**config.mk**
```make
export PLATFORM = sky130hd
export DESIGN_NAME = froll_cordic_lane
export DESIGN_NICKNAME = d
export VERILOG_FILES = /design/src/hw/rtl/froll_pkg.sv /design/src/hw/rtl/froll_cordic_lane.sv
export SDC_FILE = /design/constraint.sdc
export NUM_CORES = 2
export LEC_CHECK = 0
export BUFFER_PORTS_ARGS = -buffer_cell sky130_fd_sc_hd__buf_4
export CAP_MARGIN = 15
export CORE_MARGIN = 4
export CORE_UTILIZATION = 26
export DETAILED_ROUTE_END_ITERATION = 16
export SETUP_SLACK_MARGIN = 0.3
export SYNTH_ARGS = -nofsm -noshare
export SYNTH_HDL_FRONTEND = slang
export SYNTH_SLANG_ARGS = --single-unit
```
**constraint.sdc**
```tcl
create_clock -name aclk -period 7.96 [get_ports aclk]
set_clock_uncertainty 0.15 [all_clocks]
set_input_delay 0.796 -clock aclk [delete_from_list [all_inputs] [get_ports aclk]]
set_output_delay 0.796 -clock aclk [all_outputs]
set_load 0.05 [all_outputs]
```
**src/hw/rtl/froll_pkg.sv**
```systemverilog
// shared types, constants and the cordic arctangent table for the face roll angle block
// no dependencies; used by froll_cordic_lane, froll_merge and the top level
package froll_pkg;

    localparam int COORD_BITS    = 12;
    localparam int CORDIC_STAGES = 16;
    localparam int TABLE_LEN     = 24;
    localparam int ITERS         = (CORDIC_STAGES < TABLE_LEN) ? CORDIC_STAGES : TABLE_LEN;

    localparam int NUM_COORDS = 8;
    localparam int S_DATA_W   = ((NUM_COORDS * COORD_BITS + 7) / 8) * 8;
    localparam int M_DATA_W   = 24;
    localparam int M_USER_W   = 2;

    localparam int DIFF_W = COORD_BITS + 1;
    localparam int XY_W   = DIFF_W + 19;
    localparam int Z_W    = 26;

    localparam int W_W     = 16;
    localparam int PROD_W  = Z_W + W_W + 1;
    localparam int SUM_W   = PROD_W + 1;
    localparam int RND_SH  = 22;
    localparam int ROLL_W  = SUM_W - RND_SH;
    localparam int V_W     = ROLL_W + 1;
    localparam int GAIN_W  = 16;
    localparam int P_W     = V_W + GAIN_W;
    localparam int RES_W   = P_W + 1 - 8;

    localparam int LANE_LAT  = ITERS + 1;
    localparam int MERGE_LAT = 5;
    localparam int TOTAL_LAT = LANE_LAT + MERGE_LAT;

    localparam logic signed [Z_W-1:0]   DEG90   = Z_W'(90 * 65536);
    localparam logic signed [RES_W-1:0] OUT_MAX = RES_W'(8388607);
    localparam logic signed [RES_W-1:0] OUT_MIN = -RES_W'(8388608);

    localparam int CFG_IDX_W  = 3;
    localparam int CFG_DATA_W = 16;

    typedef enum logic [CFG_IDX_W-1:0] {
        CFG_EYE_WEIGHT   = 3'd0,
        CFG_MOUTH_WEIGHT = 3'd1,
        CFG_DEADZONE     = 3'd2,
        CFG_INVERT_SIGN  = 3'd3,
        CFG_ROLL_GAIN    = 3'd4
    } cfg_idx_t;

    typedef struct packed {
        logic [W_W-1:0]           eye_weight;
        logic [W_W-1:0]           mouth_weight;
        logic [15:0]              deadzone;
        logic                     invert_sign;
        logic signed [GAIN_W-1:0] roll_gain;
    } cfg_t;

    typedef struct packed {
        logic [COORD_BITS-1:0] eye_lx;
        logic [COORD_BITS-1:0] eye_ly;
        logic [COORD_BITS-1:0] eye_rx;
        logic [COORD_BITS-1:0] eye_ry;
        logic [COORD_BITS-1:0] mouth_lx;
        logic [COORD_BITS-1:0] mouth_ly;
        logic [COORD_BITS-1:0] mouth_rx;
        logic [COORD_BITS-1:0] mouth_ry;
    } keypts_t;

    // atan(2^-i) in 2^-16 degree, rounded to nearest
    function automatic logic signed [Z_W-1:0] atan_q16(input int idx);
        logic signed [Z_W-1:0] r;
        unique case (idx)
            0:  r = Z_W'(2949120);
            1:  r = Z_W'(1740967);
            2:  r = Z_W'(919879);
            3:  r = Z_W'(466945);
            4:  r = Z_W'(234379);
            5:  r = Z_W'(117304);
            6:  r = Z_W'(58666);
            7:  r = Z_W'(29335);
            8:  r = Z_W'(14668);
            9:  r = Z_W'(7334);
            10: r = Z_W'(3667);
            11: r = Z_W'(1833);
            12: r = Z_W'(917);
            13: r = Z_W'(458);
            14: r = Z_W'(229);
            15: r = Z_W'(115);
            16: r = Z_W'(57);
            17: r = Z_W'(29);
            18: r = Z_W'(14);
            19: r = Z_W'(7);
            20: r = Z_W'(4);
            21: r = Z_W'(2);
            22: r = Z_W'(1);
            default: r = '0;
        endcase
        return r;
    endfunction

endpackage

```
**src/hw/rtl/froll_cordic_lane.sv**
```systemverilog
// one pipelined cordic vectoring lane: keypoint difference, quadrant fold, one stage per iteration
// depends on froll_pkg
module froll_cordic_lane (
    input  logic                                     aclk,
    input  logic                                     en,
    input  logic [froll_pkg::COORD_BITS-1:0]         a_x,
    input  logic [froll_pkg::COORD_BITS-1:0]         a_y,
    input  logic [froll_pkg::COORD_BITS-1:0]         b_x,
    input  logic [froll_pkg::COORD_BITS-1:0]         b_y,
    output logic signed [froll_pkg::Z_W-1:0]         angle
);

    logic signed [froll_pkg::DIFF_W-1:0] dx;
    logic signed [froll_pkg::DIFF_W-1:0] dy;
    logic signed [froll_pkg::DIFF_W-1:0] rx;
    logic signed [froll_pkg::DIFF_W-1:0] ry;
    logic signed [froll_pkg::Z_W-1:0]    rz;
    logic signed [froll_pkg::XY_W-1:0]   rx_ext;
    logic signed [froll_pkg::XY_W-1:0]   ry_ext;

    logic signed [froll_pkg::XY_W-1:0] x_reg    [0:froll_pkg::ITERS];
    logic signed [froll_pkg::XY_W-1:0] y_reg    [0:froll_pkg::ITERS];
    logic signed [froll_pkg::Z_W-1:0]  z_reg    [0:froll_pkg::ITERS];
    logic                              zero_reg [0:froll_pkg::ITERS];

    always_comb begin
        dx = $signed({1'b0, b_x}) - $signed({1'b0, a_x});
        dy = $signed({1'b0, b_y}) - $signed({1'b0, a_y});
        rx = dx;
        ry = dy;
        rz = '0;
        if (dx < 0) begin
            if (dy >= 0) begin
                rx = dy;
                ry = -dx;
                rz = froll_pkg::DEG90;
            end else begin
                rx = -dy;
                ry = dx;
                rz = -froll_pkg::DEG90;
            end
        end
        rx_ext = froll_pkg::XY_W'(rx) <<< 16;
        ry_ext = froll_pkg::XY_W'(ry) <<< 16;
    end

    always_ff @(posedge aclk) begin
        if (en) begin
            x_reg[0]    <= rx_ext;
            y_reg[0]    <= ry_ext;
            z_reg[0]    <= rz;
            zero_reg[0] <= (dx == '0) && (dy == '0);
        end
    end

    for (genvar i = 0; i < froll_pkg::ITERS; i++) begin : g_stage
        always_ff @(posedge aclk) begin
            if (en) begin
                zero_reg[i+1] <= zero_reg[i];
                if (y_reg[i] >= 0) begin
                    x_reg[i+1] <= x_reg[i] + (y_reg[i] >>> i);
                    y_reg[i+1] <= y_reg[i] - (x_reg[i] >>> i);
                    z_reg[i+1] <= z_reg[i] + froll_pkg::atan_q16(i);
                end else begin
                    x_reg[i+1] <= x_reg[i] - (y_reg[i] >>> i);
                    y_reg[i+1] <= y_reg[i] + (x_reg[i] >>> i);
                    z_reg[i+1] <= z_reg[i] - froll_pkg::atan_q16(i);
                end
            end
        end
    end

    assign angle = zero_reg[froll_pkg::ITERS] ? '0 : z_reg[froll_pkg::ITERS];

endmodule

```
-- Yosys cells after proc, flatten, opt, wreduce, memory -nomap -nowiden
Memories as Yosys holds them, arrays and structs flattened.
Index checks and enable logic that the tools add are counted.
- input bits: 50
- RAM bits: 1547
- memories: 4
- output and inout port bits: 26
- register bits: 0
- logic and storage cells: 325
- $lt $le $gt $ge: 18
- bitwise logic cells: 48
- add/sub/neg operators: 99
- reduce and logical (&&, ||, !) cells: 3
- multiplexer cells: 153
- memories (name ; words ; width ; read ports ; clocked after Yosys merged registers in ; write ports ; line ; text):
    x_reg ; 17 ; 32 ; 16 ; 0 ; 17 ; froll_cordic_lane.sv:21 ; logic signed [froll_pkg::XY_W-1:0] x_reg [0:froll_pkg::ITERS];
    y_reg ; 17 ; 32 ; 16 ; 0 ; 17 ; froll_cordic_lane.sv:22 ; logic signed [froll_pkg::XY_W-1:0] y_reg [0:froll_pkg::ITERS];
    z_reg ; 17 ; 26 ; 17 ; 0 ; 17 ; froll_cordic_lane.sv:23 ; logic signed [froll_pkg::Z_W-1:0] z_reg [0:froll_pkg::ITERS];
    zero_reg ; 17 ; 1 ; 17 ; 0 ; 17 ; froll_cordic_lane.sv:24 ; logic zero_reg [0:froll_pkg::ITERS];
- operators with widths (kind ; count):
    32-bit 2-to-1 mux ; 32
    32-bit by 1-bit >= comparator with 1-bit output, second input constant ; 16
    26-bit 2-to-1 mux ; 19
    1-bit 2-to-1 mux ; 98
    32-bit by 17-bit adder with 32-bit output ; 2
    32-bit by 18-bit adder with 32-bit output ; 2
    32-bit by 19-bit adder with 32-bit output ; 2
    32-bit by 20-bit adder with 32-bit output ; 2
    32-bit by 21-bit adder with 32-bit output ; 2
    32-bit by 22-bit adder with 32-bit output ; 2
    32-bit by 23-bit adder with 32-bit output ; 2
    32-bit by 24-bit adder with 32-bit output ; 2
    32-bit by 25-bit adder with 32-bit output ; 2
    32-bit by 26-bit adder with 32-bit output ; 2
    32-bit by 27-bit adder with 32-bit output ; 2
    32-bit by 28-bit adder with 32-bit output ; 2
    32-bit by 29-bit adder with 32-bit output ; 2
    32-bit by 30-bit adder with 32-bit output ; 2
    32-bit by 31-bit adder with 32-bit output ; 2
    32-bit by 17-bit subtractor with 32-bit output ; 2
    32-bit by 18-bit subtractor with 32-bit output ; 2
    32-bit by 19-bit subtractor with 32-bit output ; 2
    32-bit by 20-bit subtractor with 32-bit output ; 2
    32-bit by 21-bit subtractor with 32-bit output ; 2
    other kinds (52) ; 116

-- Longest topological paths before layout
An unclocked memory read counts as a cell.
- word-level depth: 6
- depth in mapped cells: 31
- gate-level depth less buffers: 25

-- Least setup slack after synthesis
Ideal clock, no wire load.
- path type: reg-to-reg
- start point: memory y_reg[5][9] in the netlist's numbering
- end point: memory y_reg[6][31] in the netlist's numbering (data pin)
- slack: 1.200 ns
- path buffers: 6
- setup time: 0.260 ns
- arrival time: 6.350 ns
- stages on the path, launching flop included: 31
- data required time: 7.550 ns
- clock period less this slack: 6.760 ns
- cells stage by stage: edfxtp_1 buf_2 or3_4 nor3_4 nand2_2 nor4b_4 nand2_1 or2_1 or3_1 nand2b_1 ha_1 and2_1 buf_4 inv_4 buf_2 buf_1 clkbuf_1 buf_1 o31ai_1 xnor2_1 ha_1 and4_1 a221o_1 a31oi_1 o21ai_0 a41oi_1 a31oi_1 a41o_1 o21ai_0 nor2b_1 xnor2_1
- RTL lines (item ; line):
    from (decl) ; froll_cordic_lane.sv:22

==> summary.md <==
| Metric | Value |
|---|---|
| Skew-Pair Late Insertion Delay | `0.80 ns` |
| Synth Area in Simple Gates | `14.8%` |
| Fmax achieved | `141 MHz` |
| Commonest cells in the netlist | `edfxtp_1 (1171), xnor2_1 (1047), ha_1 (938)` |
| Post-CTS Setup Repair Bufs | `0` |
| Share of cells above drive strength 1 | `4.77%` |
| Buffers added on ports | `74` |
| Fin area | `109000 um^2` |
| CP Capture Type | `register` |
| Fin nets | `11400` |
| Vias in the first global route | `71600` |
| Cell family with the largest share of critical-path delay | `simple AND/OR/NAND/NOR gates` |
| Fin. max-slew vios | `0` |
| Area of the mapped netlist | `98400 um^2` |
| RSZ-0062 raised after global routing | `no` |
| Synth Flop Type | `edfxtp_1` |
| Synth top area cells | `edfxtp_1 (36%), ha_1 (12%), xnor2_1 (9.3%), a21oi_1 (4.7%), xor2_1 (4.7%)` |
| Syn avg cell area | `9.41 um^2` |
| Die ar. | `389000 um^2` |
| Critical Path RT | `8.33 ns` |
| Residual DRC | `0` |
| Rows | `225` |
| # IOs | `76` |
| Post-synthesis sequential area ratio | `35.7%` |
| DR iter-0 viols | `4131` |
| Final HPWL DP | `179 mm` |
| CP arrival | `7.45 ns` |
| Cell variety after synth | `121` |
| Leading area contributor after synthesis | `edfxtp_1` |
| Critical path type | `register to register` |
| Drt first pass iters | `5` |
| Final setup viols | `0` |
| CORE AREA | `376000 um^2` |
| GRT Util Overall | `11.3%` |
| Die height | `623 um` |
| DIE WIDTH | `623 um` |
| Largest register FFs | `398` |
| Worst Path Buf+Inv | `1` |
| Post-synthesis mux area share | `1.14%` |
| Synthesis Warnings | `0` |
| Slew headroom | `32.6%` |
| Num CTS Buffers | `143` |
| CTS Root Cell | `clkbuf_16` |
| Least-Margin Pin Slew | `1.01 ns` |
| EDFF count, synth | `1171` |
| Syn Nets | `11500` |
| Antenna violations before repair | `1` |
| Post-DP Area | `104000 um^2` |
| Reg clk slew, reported paths | `0.06 ns` |
| Period utilization | `88.9%` |
| Minimum clock period | `7.08 ns` |
| Syn Inst Count | `10500` |
| Setup_tns | `0 ns` |
| Worst path slowest cell | `edfxtp_1` |
| Area growth syn-to-layout | `10.6%` |
| Combinational family with the most area after synthesis | `compound AO/OA/AOI/OAI gates` |
| Detailed-route wire length per cell | `14.7 um` |
| Outcome | `completed` |
| Ys async rst share | `0%` |
| CTS Buffer Depth | `4` |
| Largest net degree at the start of global routing | `142` |
| Worst Hold Slack | `0.235 ns` |
| Post-CTS Hold Buffers | `0` |
| Synth Register Bits | `1171` |
| Max_cap viols | `0` |
| Grt ovf | `0` |
| Crit path launch type | `register` |
| Final Hold Violating Endpoints | `0` |
| Worst Path Max Fanout | `24` |
| Hold Crit Class | `input port to register` |
| Post-synth top area share | `35.7%` |
| Final WL | `229 mm` |
| Fillers | `39300` |
| Global-route wire length before repair | `372 mm` |
| TritonCTS clock tree | `yes` |
| CTS HTree Levels | `4` |
| CP peak stage delay | `0.59 ns` |
| Initial Util | `26.2%` |
| Routability cong. | `0.894` |
| Synth Area in Compound Gates | `18.7%` |
| Clock sink count | `1171` |
| Most numerous cell in the Yosys netlist | `edfxtp_1` |
| Post-Synth Adder-Cell Area | `12.5%` |
| Antenna-violating nets left | `0` |
| ANT cells | `0` |
| Via count | `74000` |
| Vias per cell | `4.77` |
| Post-CTS sizing | `0` |
| Synth Area in XOR/XNOR | `14.0%` |
## through the flow
stage | instances | worst slack, ns | util [%]
floorplan | 10500 | 1.20 | -
global placement | 15300 | 0.753 | 27.7
detailed placement | 15300 | 0.839 | 27.7
CTS | 15500 | 0.860 | 28.9
global route | 15500 | 0.373 | 28.9
finish | 15500 | 0.882 | 28.9
## layer usage
metal  GRT usage [%]  routed length [um]  up-vias
met2            20.5              113000     1182
met4            3.48                7280        0
met1            13.9              101000    34200
met3            1.27                6710      412
li1                -                   -    38200
met5               0                   0        -
## logic make-up after synthesis
logic type / Yosys count
AO/OA/AOI/OAI: 2873
XOR/XNOR: 1575
adder cells (fa/ha/maj): 969
buffers and inverters: 808
flip-flops: 1171
multiplexers: 110
other: 1
AND/OR/NAND/NOR: 2959
## worst paths after layout
path                start      endpoint  slack, ns  depth (start not counted)
min reg2reg  zero_reg[14]  zero_reg[15]       0.24                          0
max reg2reg   y_reg[5][8]  y_reg[6][30]       0.88                         25
min                    en  y_reg[2][17]       0.23                          1
max           y_reg[5][8]  y_reg[6][30]       0.88                         25
## layout by cell type (no fill, tap or decap), drive strengths merged, types with 143 or more instances in the layout
cell / instances
a21oi: 945
ha: 938
clkbuf: 172
nand3: 198
xnor2: 1047
nor2b: 143
a21o: 362
nor2: 838
xor2: 527
o21ai: 588
nand2: 658
nand2b: 156
inv: 487
edfxtp: 1171
nor3: 316
## cell type report
type	instances	area [um^2]	share of cell area, %
Tap cell	4994	6250	5.74
Sequential cell	1171	35200	32.3
Multi-Input combinational cell	8487	60200	55.3
Timing Repair Buffer	123	973	0.894
Clock inverter	73	654	0.601
Clock buffer	172	3810	3.50
Inverter	488	1830	1.68
Power is left out: the tool's default activity adds up to more than one toggle a clock period on the data nets, which glitch-free logic cannot reach.
