File: config.mk
export PLATFORM = sky130hd
export DESIGN_NAME = froll_merge
export DESIGN_NICKNAME = d
export VERILOG_FILES = /design/src/hw/rtl/froll_pkg.sv /design/src/hw/rtl/froll_merge.sv
export SDC_FILE = /design/constraint.sdc
export NUM_CORES = 2
export LEC_CHECK = 0
export CAP_MARGIN = 20
export CORE_MARGIN = 2
export CORE_UTILIZATION = 25
export DETAILED_ROUTE_END_ITERATION = 16
export DONT_BUFFER_PORTS = 1
export PLACE_DENSITY = 0.47
export REMOVE_ABC_BUFFERS = 1
export SLEW_MARGIN = 10
export SYNTH_ARGS = -nofsm -noshare
export SYNTH_HDL_FRONTEND = slang
export SYNTH_SLANG_ARGS = --single-unit
File: constraint.sdc
create_clock -name aclk -period 13.4 [get_ports aclk]
set_input_delay 1.34 -clock aclk [delete_from_list [all_inputs] [get_ports aclk]]
set_output_delay 1.34 -clock aclk [all_outputs]
set_load 0.005 [all_outputs]
File: src/hw/rtl/froll_pkg.sv
// shared types, constants and the cordic arctangent table for the face roll angle block
// no dependencies; used by froll_cordic_lane, froll_merge and the top level
package froll_pkg;

    localparam int COORD_BITS    = 12;
    localparam int CORDIC_STAGES = 16;
    localparam int TABLE_LEN     = 24;
    localparam int ITERS         = (CORDIC_STAGES < TABLE_LEN) ? CORDIC_STAGES : TABLE_LEN;

    localparam int NUM_COORDS = 8;
    localparam int S_DATA_W   = ((NUM_COORDS * COORD_BITS + 7) / 8) * 8;
    localparam int M_DATA_W   = 24;
    localparam int M_USER_W   = 2;

    localparam int DIFF_W = COORD_BITS + 1;
    localparam int XY_W   = DIFF_W + 19;
    localparam int Z_W    = 26;

    localparam int W_W     = 16;
    localparam int PROD_W  = Z_W + W_W + 1;
    localparam int SUM_W   = PROD_W + 1;
    localparam int RND_SH  = 22;
    localparam int ROLL_W  = SUM_W - RND_SH;
    localparam int V_W     = ROLL_W + 1;
    localparam int GAIN_W  = 16;
    localparam int P_W     = V_W + GAIN_W;
    localparam int RES_W   = P_W + 1 - 8;

    localparam int LANE_LAT  = ITERS + 1;
    localparam int MERGE_LAT = 5;
    localparam int TOTAL_LAT = LANE_LAT + MERGE_LAT;

    localparam logic signed [Z_W-1:0]   DEG90   = Z_W'(90 * 65536);
    localparam logic signed [RES_W-1:0] OUT_MAX = RES_W'(8388607);
    localparam logic signed [RES_W-1:0] OUT_MIN = -RES_W'(8388608);

    localparam int CFG_IDX_W  = 3;
    localparam int CFG_DATA_W = 16;

    typedef enum logic [CFG_IDX_W-1:0] {
        CFG_EYE_WEIGHT   = 3'd0,
        CFG_MOUTH_WEIGHT = 3'd1,
        CFG_DEADZONE     = 3'd2,
        CFG_INVERT_SIGN  = 3'd3,
        CFG_ROLL_GAIN    = 3'd4
    } cfg_idx_t;

    typedef struct packed {
        logic [W_W-1:0]           eye_weight;
        logic [W_W-1:0]           mouth_weight;
        logic [15:0]              deadzone;
        logic                     invert_sign;
        logic signed [GAIN_W-1:0] roll_gain;
    } cfg_t;

    typedef struct packed {
        logic [COORD_BITS-1:0] eye_lx;
        logic [COORD_BITS-1:0] eye_ly;
        logic [COORD_BITS-1:0] eye_rx;
        logic [COORD_BITS-1:0] eye_ry;
        logic [COORD_BITS-1:0] mouth_lx;
        logic [COORD_BITS-1:0] mouth_ly;
        logic [COORD_BITS-1:0] mouth_rx;
        logic [COORD_BITS-1:0] mouth_ry;
    } keypts_t;

    // atan(2^-i) in 2^-16 degree, rounded to nearest
    function automatic logic signed [Z_W-1:0] atan_q16(input int idx);
        logic signed [Z_W-1:0] r;
        unique case (idx)
            0:  r = Z_W'(2949120);
            1:  r = Z_W'(1740967);
            2:  r = Z_W'(919879);
            3:  r = Z_W'(466945);
            4:  r = Z_W'(234379);
            5:  r = Z_W'(117304);
            6:  r = Z_W'(58666);
            7:  r = Z_W'(29335);
            8:  r = Z_W'(14668);
            9:  r = Z_W'(7334);
            10: r = Z_W'(3667);
            11: r = Z_W'(1833);
            12: r = Z_W'(917);
            13: r = Z_W'(458);
            14: r = Z_W'(229);
            15: r = Z_W'(115);
            16: r = Z_W'(57);
            17: r = Z_W'(29);
            18: r = Z_W'(14);
            19: r = Z_W'(7);
            20: r = Z_W'(4);
            21: r = Z_W'(2);
            22: r = Z_W'(1);
            default: r = '0;
        endcase
        return r;
    endfunction

endpackage

File: src/hw/rtl/froll_merge.sv
// merge of the eye and mouth lanes: weighting, rounding, deadzone, sign, gain and saturation
// depends on froll_pkg
module froll_merge (
    input  logic                                 aclk,
    input  logic                                 en,
    input  froll_pkg::cfg_t                      cfg,
    input  logic signed [froll_pkg::Z_W-1:0]     eye_angle,
    input  logic signed [froll_pkg::Z_W-1:0]     mouth_angle,
    output logic signed [froll_pkg::M_DATA_W-1:0] roll_angle,
    output logic                                 in_deadzone,
    output logic                                 saturated
);

    logic signed [froll_pkg::PROD_W-1:0]   pe_reg;
    logic signed [froll_pkg::PROD_W-1:0]   pm_reg;
    logic signed [froll_pkg::SUM_W-1:0]    sum_rnd;
    logic signed [froll_pkg::ROLL_W-1:0]   roll_reg;
    logic signed [froll_pkg::V_W-1:0]      roll_ext;
    logic signed [froll_pkg::V_W-1:0]      mag;
    logic signed [froll_pkg::V_W-1:0]      v_reg;
    logic                                  dz3_reg;
    logic signed [froll_pkg::P_W-1:0]      p_reg;
    logic                                  dz4_reg;
    logic signed [froll_pkg::P_W:0]        p_rnd;
    logic signed [froll_pkg::RES_W-1:0]    res;
    logic signed [froll_pkg::M_DATA_W-1:0] roll_angle_reg;
    logic                                  in_deadzone_reg;
    logic                                  saturated_reg;

    always_comb begin
        sum_rnd  = froll_pkg::SUM_W'(pe_reg) + froll_pkg::SUM_W'(pm_reg)
                 + froll_pkg::SUM_W'(2 ** (froll_pkg::RND_SH - 1));
        roll_ext = froll_pkg::V_W'(roll_reg);
        mag      = (roll_ext < 0) ? -roll_ext : roll_ext;
        p_rnd    = (froll_pkg::P_W + 1)'(p_reg) + (froll_pkg::P_W + 1)'(128);
        res      = froll_pkg::RES_W'(p_rnd >>> 8);
    end

    always_ff @(posedge aclk) begin
        if (en) begin
            // weighted angles
            pe_reg <= froll_pkg::PROD_W'($signed({1'b0, cfg.eye_weight}) * eye_angle);
            pm_reg <= froll_pkg::PROD_W'($signed({1'b0, cfg.mouth_weight}) * mouth_angle);
            // sum rounded to 1/256 degree
            roll_reg <= froll_pkg::ROLL_W'(sum_rnd >>> froll_pkg::RND_SH);
            // deadzone test and sign
            dz3_reg <= (mag <= $signed({1'b0, froll_pkg::V_W'(cfg.deadzone)}));
            v_reg   <= cfg.invert_sign ? -roll_ext : roll_ext;
            // gain
            p_reg   <= froll_pkg::P_W'(v_reg * $signed(cfg.roll_gain));
            dz4_reg <= dz3_reg;
            // round and clip
            in_deadzone_reg <= dz4_reg;
            if (dz4_reg) begin
                roll_angle_reg <= '0;
                saturated_reg  <= 1'b0;
            end else if (res > froll_pkg::OUT_MAX) begin
                roll_angle_reg <= froll_pkg::M_DATA_W'(froll_pkg::OUT_MAX);
                saturated_reg  <= 1'b1;
            end else if (res < froll_pkg::OUT_MIN) begin
                roll_angle_reg <= froll_pkg::M_DATA_W'(froll_pkg::OUT_MIN);
                saturated_reg  <= 1'b1;
            end else begin
                roll_angle_reg <= froll_pkg::M_DATA_W'(res);
                saturated_reg  <= 1'b0;
            end
        end
    end

    assign roll_angle  = roll_angle_reg;
    assign in_deadzone = in_deadzone_reg;
    assign saturated   = saturated_reg;

endmodule

* After elaboration in Yosys (flattened, before gate mapping)
Index checks and enable logic that the tools add are counted.
Operators by class: add/sub/neg operators 4, multipliers 3, $lt $le $gt $ge 4, muxes and demuxes 6, reduce and logical (&&, ||, !) cells 1
Operator list (count):
- $mul A17 B26 Y43 | 2
- $mux W23 | 3
- $add A43 B43 Y44 | 1
- $add A44 B23 Y44 const B | 1
- $add A39 B9 Y40 const B | 1
- $mul A23 B16 Y39 | 1
- $gt A32 B24 Y1 const B | 1
- $lt A32 B24 Y1 const B | 1
- $mux W24 | 1
- $le A23 B17 Y1 | 1
- $neg A22 Y23 | 1
- $lt A22 B1 Y1 const B | 1
- $mux W1 | 2
- $reduce_or A2 Y1 | 1
Storage, ports and cells: bits in registers 198, input bits 119, output and inout port bits 26, word-level logic and storage cells 29

* Depth between registers and ports, before layout
word-level depth 4, mapped depth 25, mapped depth without buffers 24

* Worst setup path before layout
OpenSTA, ideal clock, no wires.
path type input -> register, start point input cfg[57] (netlist name), end point register pe_reg[39] (netlist name) (data pin), setup time 0.258 ns, arrival 7.401 ns, data required time 13.142 ns, slack 5.741 ns, cell stages on the path 25, buffers on the path 2, cells stage by stage clkbuf_1 clkbuf_1 nand2_1 fa_1 inv_1 fa_1 inv_1 fa_1 inv_1 fa_1 fa_1 inv_1 fa_1 inv_1 ha_1 and3_1 a221o_2 a21oi_1 o21ai_2 o311ai_4 a21boi_2 or4_1 a21o_1 a21o_1 xnor2_1
Between the ends: cells in the longest elaborated chain, start to end 1
Ends and longest elaborated chain:
- from (decl) | RTL line froll_merge.sv:6 | input froll_pkg::cfg_t cfg,
- $mul A17 B26 Y43 | RTL line froll_merge.sv:42 | pe_reg <= froll_pkg::PROD_W'($signed({1'b0, cfg.eye_weight}) * eye_angle);
- to (signal assigned) | RTL line froll_merge.sv:42
- to (decl) | RTL line froll_merge.sv:14 | logic signed [froll_pkg::PROD_W-1:0] pe_reg;
No other way between the ends. A chain may end at the register's enable or synchronous reset.

* Worst setup path in the final report
start point input cfg[15] (netlist name), end point register p_reg[38] (netlist name) (data pin)
Between the ends: cells in the longest elaborated chain, start to end 1
Ends and longest elaborated chain:
- $mul A23 B16 Y39 | RTL line froll_merge.sv:50 | p_reg <= froll_pkg::P_W'(v_reg * $signed(cfg.roll_gain));
- to (signal assigned) | RTL line froll_merge.sv:50
- to (decl) | RTL line froll_merge.sv:22 | logic signed [froll_pkg::P_W-1:0] p_reg;
No other way between the ends.

==> run summary <==
Worst-path maximum fanout - 19
Ys flop type - edfxtp_1
R2R depth - 22
Worst hold slack - 638 ps
Initial Util - 25.2%
RePlAce Congestion - 0.818
Remaining DRCs - 0
Yosys warning count - 0
Hold-fix buffers at CTS - 0
Routed WL - 137000 um
Number of global-route vias before repair - 40100
Die X-Extent - 461 um
Worst Hold Path EP - in_deadzone
Placeable core region - 207000 um2
Type of the worst setup path - in2reg
FILL cells - 22200
GRT Residual Overflow - 0
XOR/XNOR Fraction of Synth Area - 3.21%
Clock period minus final worst setup slack - 7340 ps
Multi-input gate area - 40300 um2
Largest net degree at the start of global routing - 192
CP arrival - 7650 ps
Input/output buffers - 0
Maximum clock frequency - 136 MHz
Number of max-cap violations - 0
Status - finished clean
Setup Viol. Count Final - 0
Post-synth EDFFs - 191
GRT Total Usage - 13.4%
FP Rows - 167
Compound-gate portion of the synthesized area - 5.09%
Async SR Flop Fraction - 0%
Netlist Area Pre-Place - 52300 um2
Root Driver - clkbuf_16
Gate Count Post-Synth - 5599
Sequential share of the synthesized area - 11.0%
Worst EP required - 13710 ps
Storage cell area - 5740 um2
Post-synthesis simple-gate area fraction - 14.2%
P&R area growth vs syn - 6.55%
Share of post-route cells with drive strength above 1 - 1.16%
Antenna-violating nets left - 0
CTS tree - built
PnR worst setup slack - 6060 ps
Slew Limit Fails - 0
Main combinational cell family by area after synthesis - adder cells
Fin area - 55700 um2
WL/cell - 16.6 um
Path category of the worst min-delay check - reg2reg
RSZ-0062 raised after global routing - false
Vias/cell - 4.28
Post_cts resized - 0
CTS clk-pin slew, worst paths - 90 ps
Mux share of post-synthesis cell area - 0.0191%
Skew final - 20.7 ps
R2r startpoint - v_reg[8]
First-pass GRT wire length - 223000 um
Maximum clock path buffer count - 2
Placed cell areas - 55100 um2
Die area - 213000 um2
Setup Fix Bufs, Post-CTS - 0
Synth Area in Adders - 54.5%
FF+latch count, synth - 191
Min-delay src - dz4_reg
Hold Fails Final Rpt - 0
Final nets - 7122
Dpl ws - 5530 ps
Vias - 35300
Setup TNS - 0 ps
Post-DP HPWL - 112000 um
Post-synth cell types - 80
Die H - 461 um
Num ports - 145
H-tree Lvls - 4
Crit path launch type - input pin
Syn Area/Cell - 9.34 um2
Starting DRT DRC Count - 1561
R2r setup slk - 6220 ps
Initial antenna violation count - 8
Worst Max-Slew Pin Slew - 986 ps
Hold Crit Depth - 0
Clk Latency, worst-skew pair - 500 ps
TritonRoute pass-1 iters - 5
Setup crit end kind - flop
Period Utilization, post-route - 54.7%
Total CTS buffers - 17
Reg-to-Reg End - p_reg[38]
Slew headroom - 34.3%
Clock sink count - 191
==> routing by layer <==
layer / routed length, um / GRT usage [%]
met5: 13 / 0
met4: 2870 / 3.07
met3: 4270 / 1.57
met2: 73500 / 25.4
met1: 56200 / 16.0
==> synth_stat cells, drive strengths merged (3+ instances only) <==
cell type / count / area (um2)
nor3: 25 / 130
a41o: 3 / 30.0
a31oi: 11 / 68.8
a221oi: 3 / 26.3
xnor2: 133 / 1160
a21oi: 109 / 546
and3: 26 / 165
and4: 7 / 61.3
nand2: 818 / 3070
edfxtp: 191 / 5740
a31o: 3 / 26.3
o2111ai: 3 / 26.3
or3: 11 / 68.8
ha: 406 / 5080
o21ai: 80 / 412
o22ai: 3 / 18.8
xor2: 59 / 517
clkbuf: 190 / 713
fa: 1169 / 23400
or2: 5 / 31.3
nand3: 45 / 225
o31ai: 5 / 37.5
o211ai: 10 / 75.1
nand3b: 4 / 30.0
nor2b: 12 / 75.1
inv: 1483 / 5570
o21a: 28 / 210
o311ai: 3 / 43.8
nor4: 3 / 18.8
nand2b: 29 / 181
a211oi: 9 / 67.6
a21o: 78 / 588
a2111oi: 4 / 60.1
a21boi: 5 / 41.3
and2: 456 / 2850
o21bai: 18 / 139
nand4: 14 / 87.6
nor2: 102 / 388
==> through the flow <==
step | cells | utilization [%]
CTS | 8229 | 26.9
finish | 8233 | 26.9
global route | 8230 | 26.9
global placement | 8197 | 26.5
floorplan | 5407 | -
detailed placement | 8197 | 26.5
==> cell type report <==
| class | instances | share of cell area (%) |
|---|---|---|
| sequential | 191 | 10.3 |
| antenna | 4 | 0.0180 |
| clock inverter | 14 | 0.368 |
| timing repair buffer | 2 | 0.0269 |
| multi-input combinational | 3732 | 72.3 |
| tap | 2788 | 6.26 |
| clock buffer | 18 | 0.770 |
| inverter | 1484 | 9.99 |
==> cells by family (layout without fill, tap and decap cells) <==
family	after synthesis	in the layout
AOI/OAI and AO/OA	400	400
xor gates and xnor gates	192	192
adders and majority gates	1575	1575
buffers and inverters	1676	1518
DFF	191	191
muxes	1	1
other	0	4
and+or+nand+nor	1564	1564
==> how the worst max path moves through the flow <==
stage | from | endpoint | slack [ps] | cells after the start
6_report | cfg[15] | p_reg[38] | 6060 | 21
5_1_grt | cfg[15] | p_reg[38] | 5680 | 21
4_1_cts | cfg[15] | p_reg[38] | 6080 | 21
3_5_place_dp | cfg[15] | p_reg[38] | 5530 | 21
3_3_place_gp | cfg[15] | p_reg[38] | 5590 | 21
2_1_floorplan | eye_angle[11] | pe_reg[39] | 6230 | 22
==> worst max-delay path, stage by stage <==
cell	delay (ps)
clkinv_1	530
nor2_1	320
fa_1	470
fa_1	420
fa_1	540
fa_1	430
fa_1	490
inv_1	50
fa_1	470
inv_1	40
ha_1	360
a21o_1	210
a21o_1	170
a21o_1	190
a21oi_1	160
o21ai_1	140
o311a_1	420
o211ai_1	230
a31o_2	240
mux2i_1	90
a2111oi_2	330
==> placed cells by master, fill, tap and decap left out, types with 4 or more instances in the layout <==
master / synthesis / routed
a211oi_1: 9 / 9
xor2_1: 59 / 59
o21a_1: 28 / 28
clkbuf_16: 0 / 17
nand4_1: 14 / 14
nand3_1: 45 / 45
nor2_1: 100 / 100
inv_8: 0 / 4
nand3b_1: 4 / 4
a31oi_1: 11 / 11
a21oi_1: 109 / 109
o211ai_1: 10 / 10
nand2b_1: 29 / 29
a21boi_0: 4 / 4
ha_1: 406 / 406
nor2b_1: 12 / 12
and4_1: 7 / 7
nor3_1: 24 / 24
or2_2: 5 / 5
diode_2: 0 / 4
o21ai_0: 74 / 74
edfxtp_1: 191 / 191
nand2_1: 818 / 818
inv_1: 1483 / 1483
xnor2_1: 133 / 133
o21bai_1: 17 / 17
inv_6: 0 / 4
a21o_1: 76 / 76
fa_1: 1169 / 1169
and2_1: 455 / 455
o31ai_1: 5 / 5
or3_1: 11 / 11
and3_1: 24 / 24
Power is not shown: default switching activity piles up to over one toggle a cycle in this logic, so the estimate is an artifact.
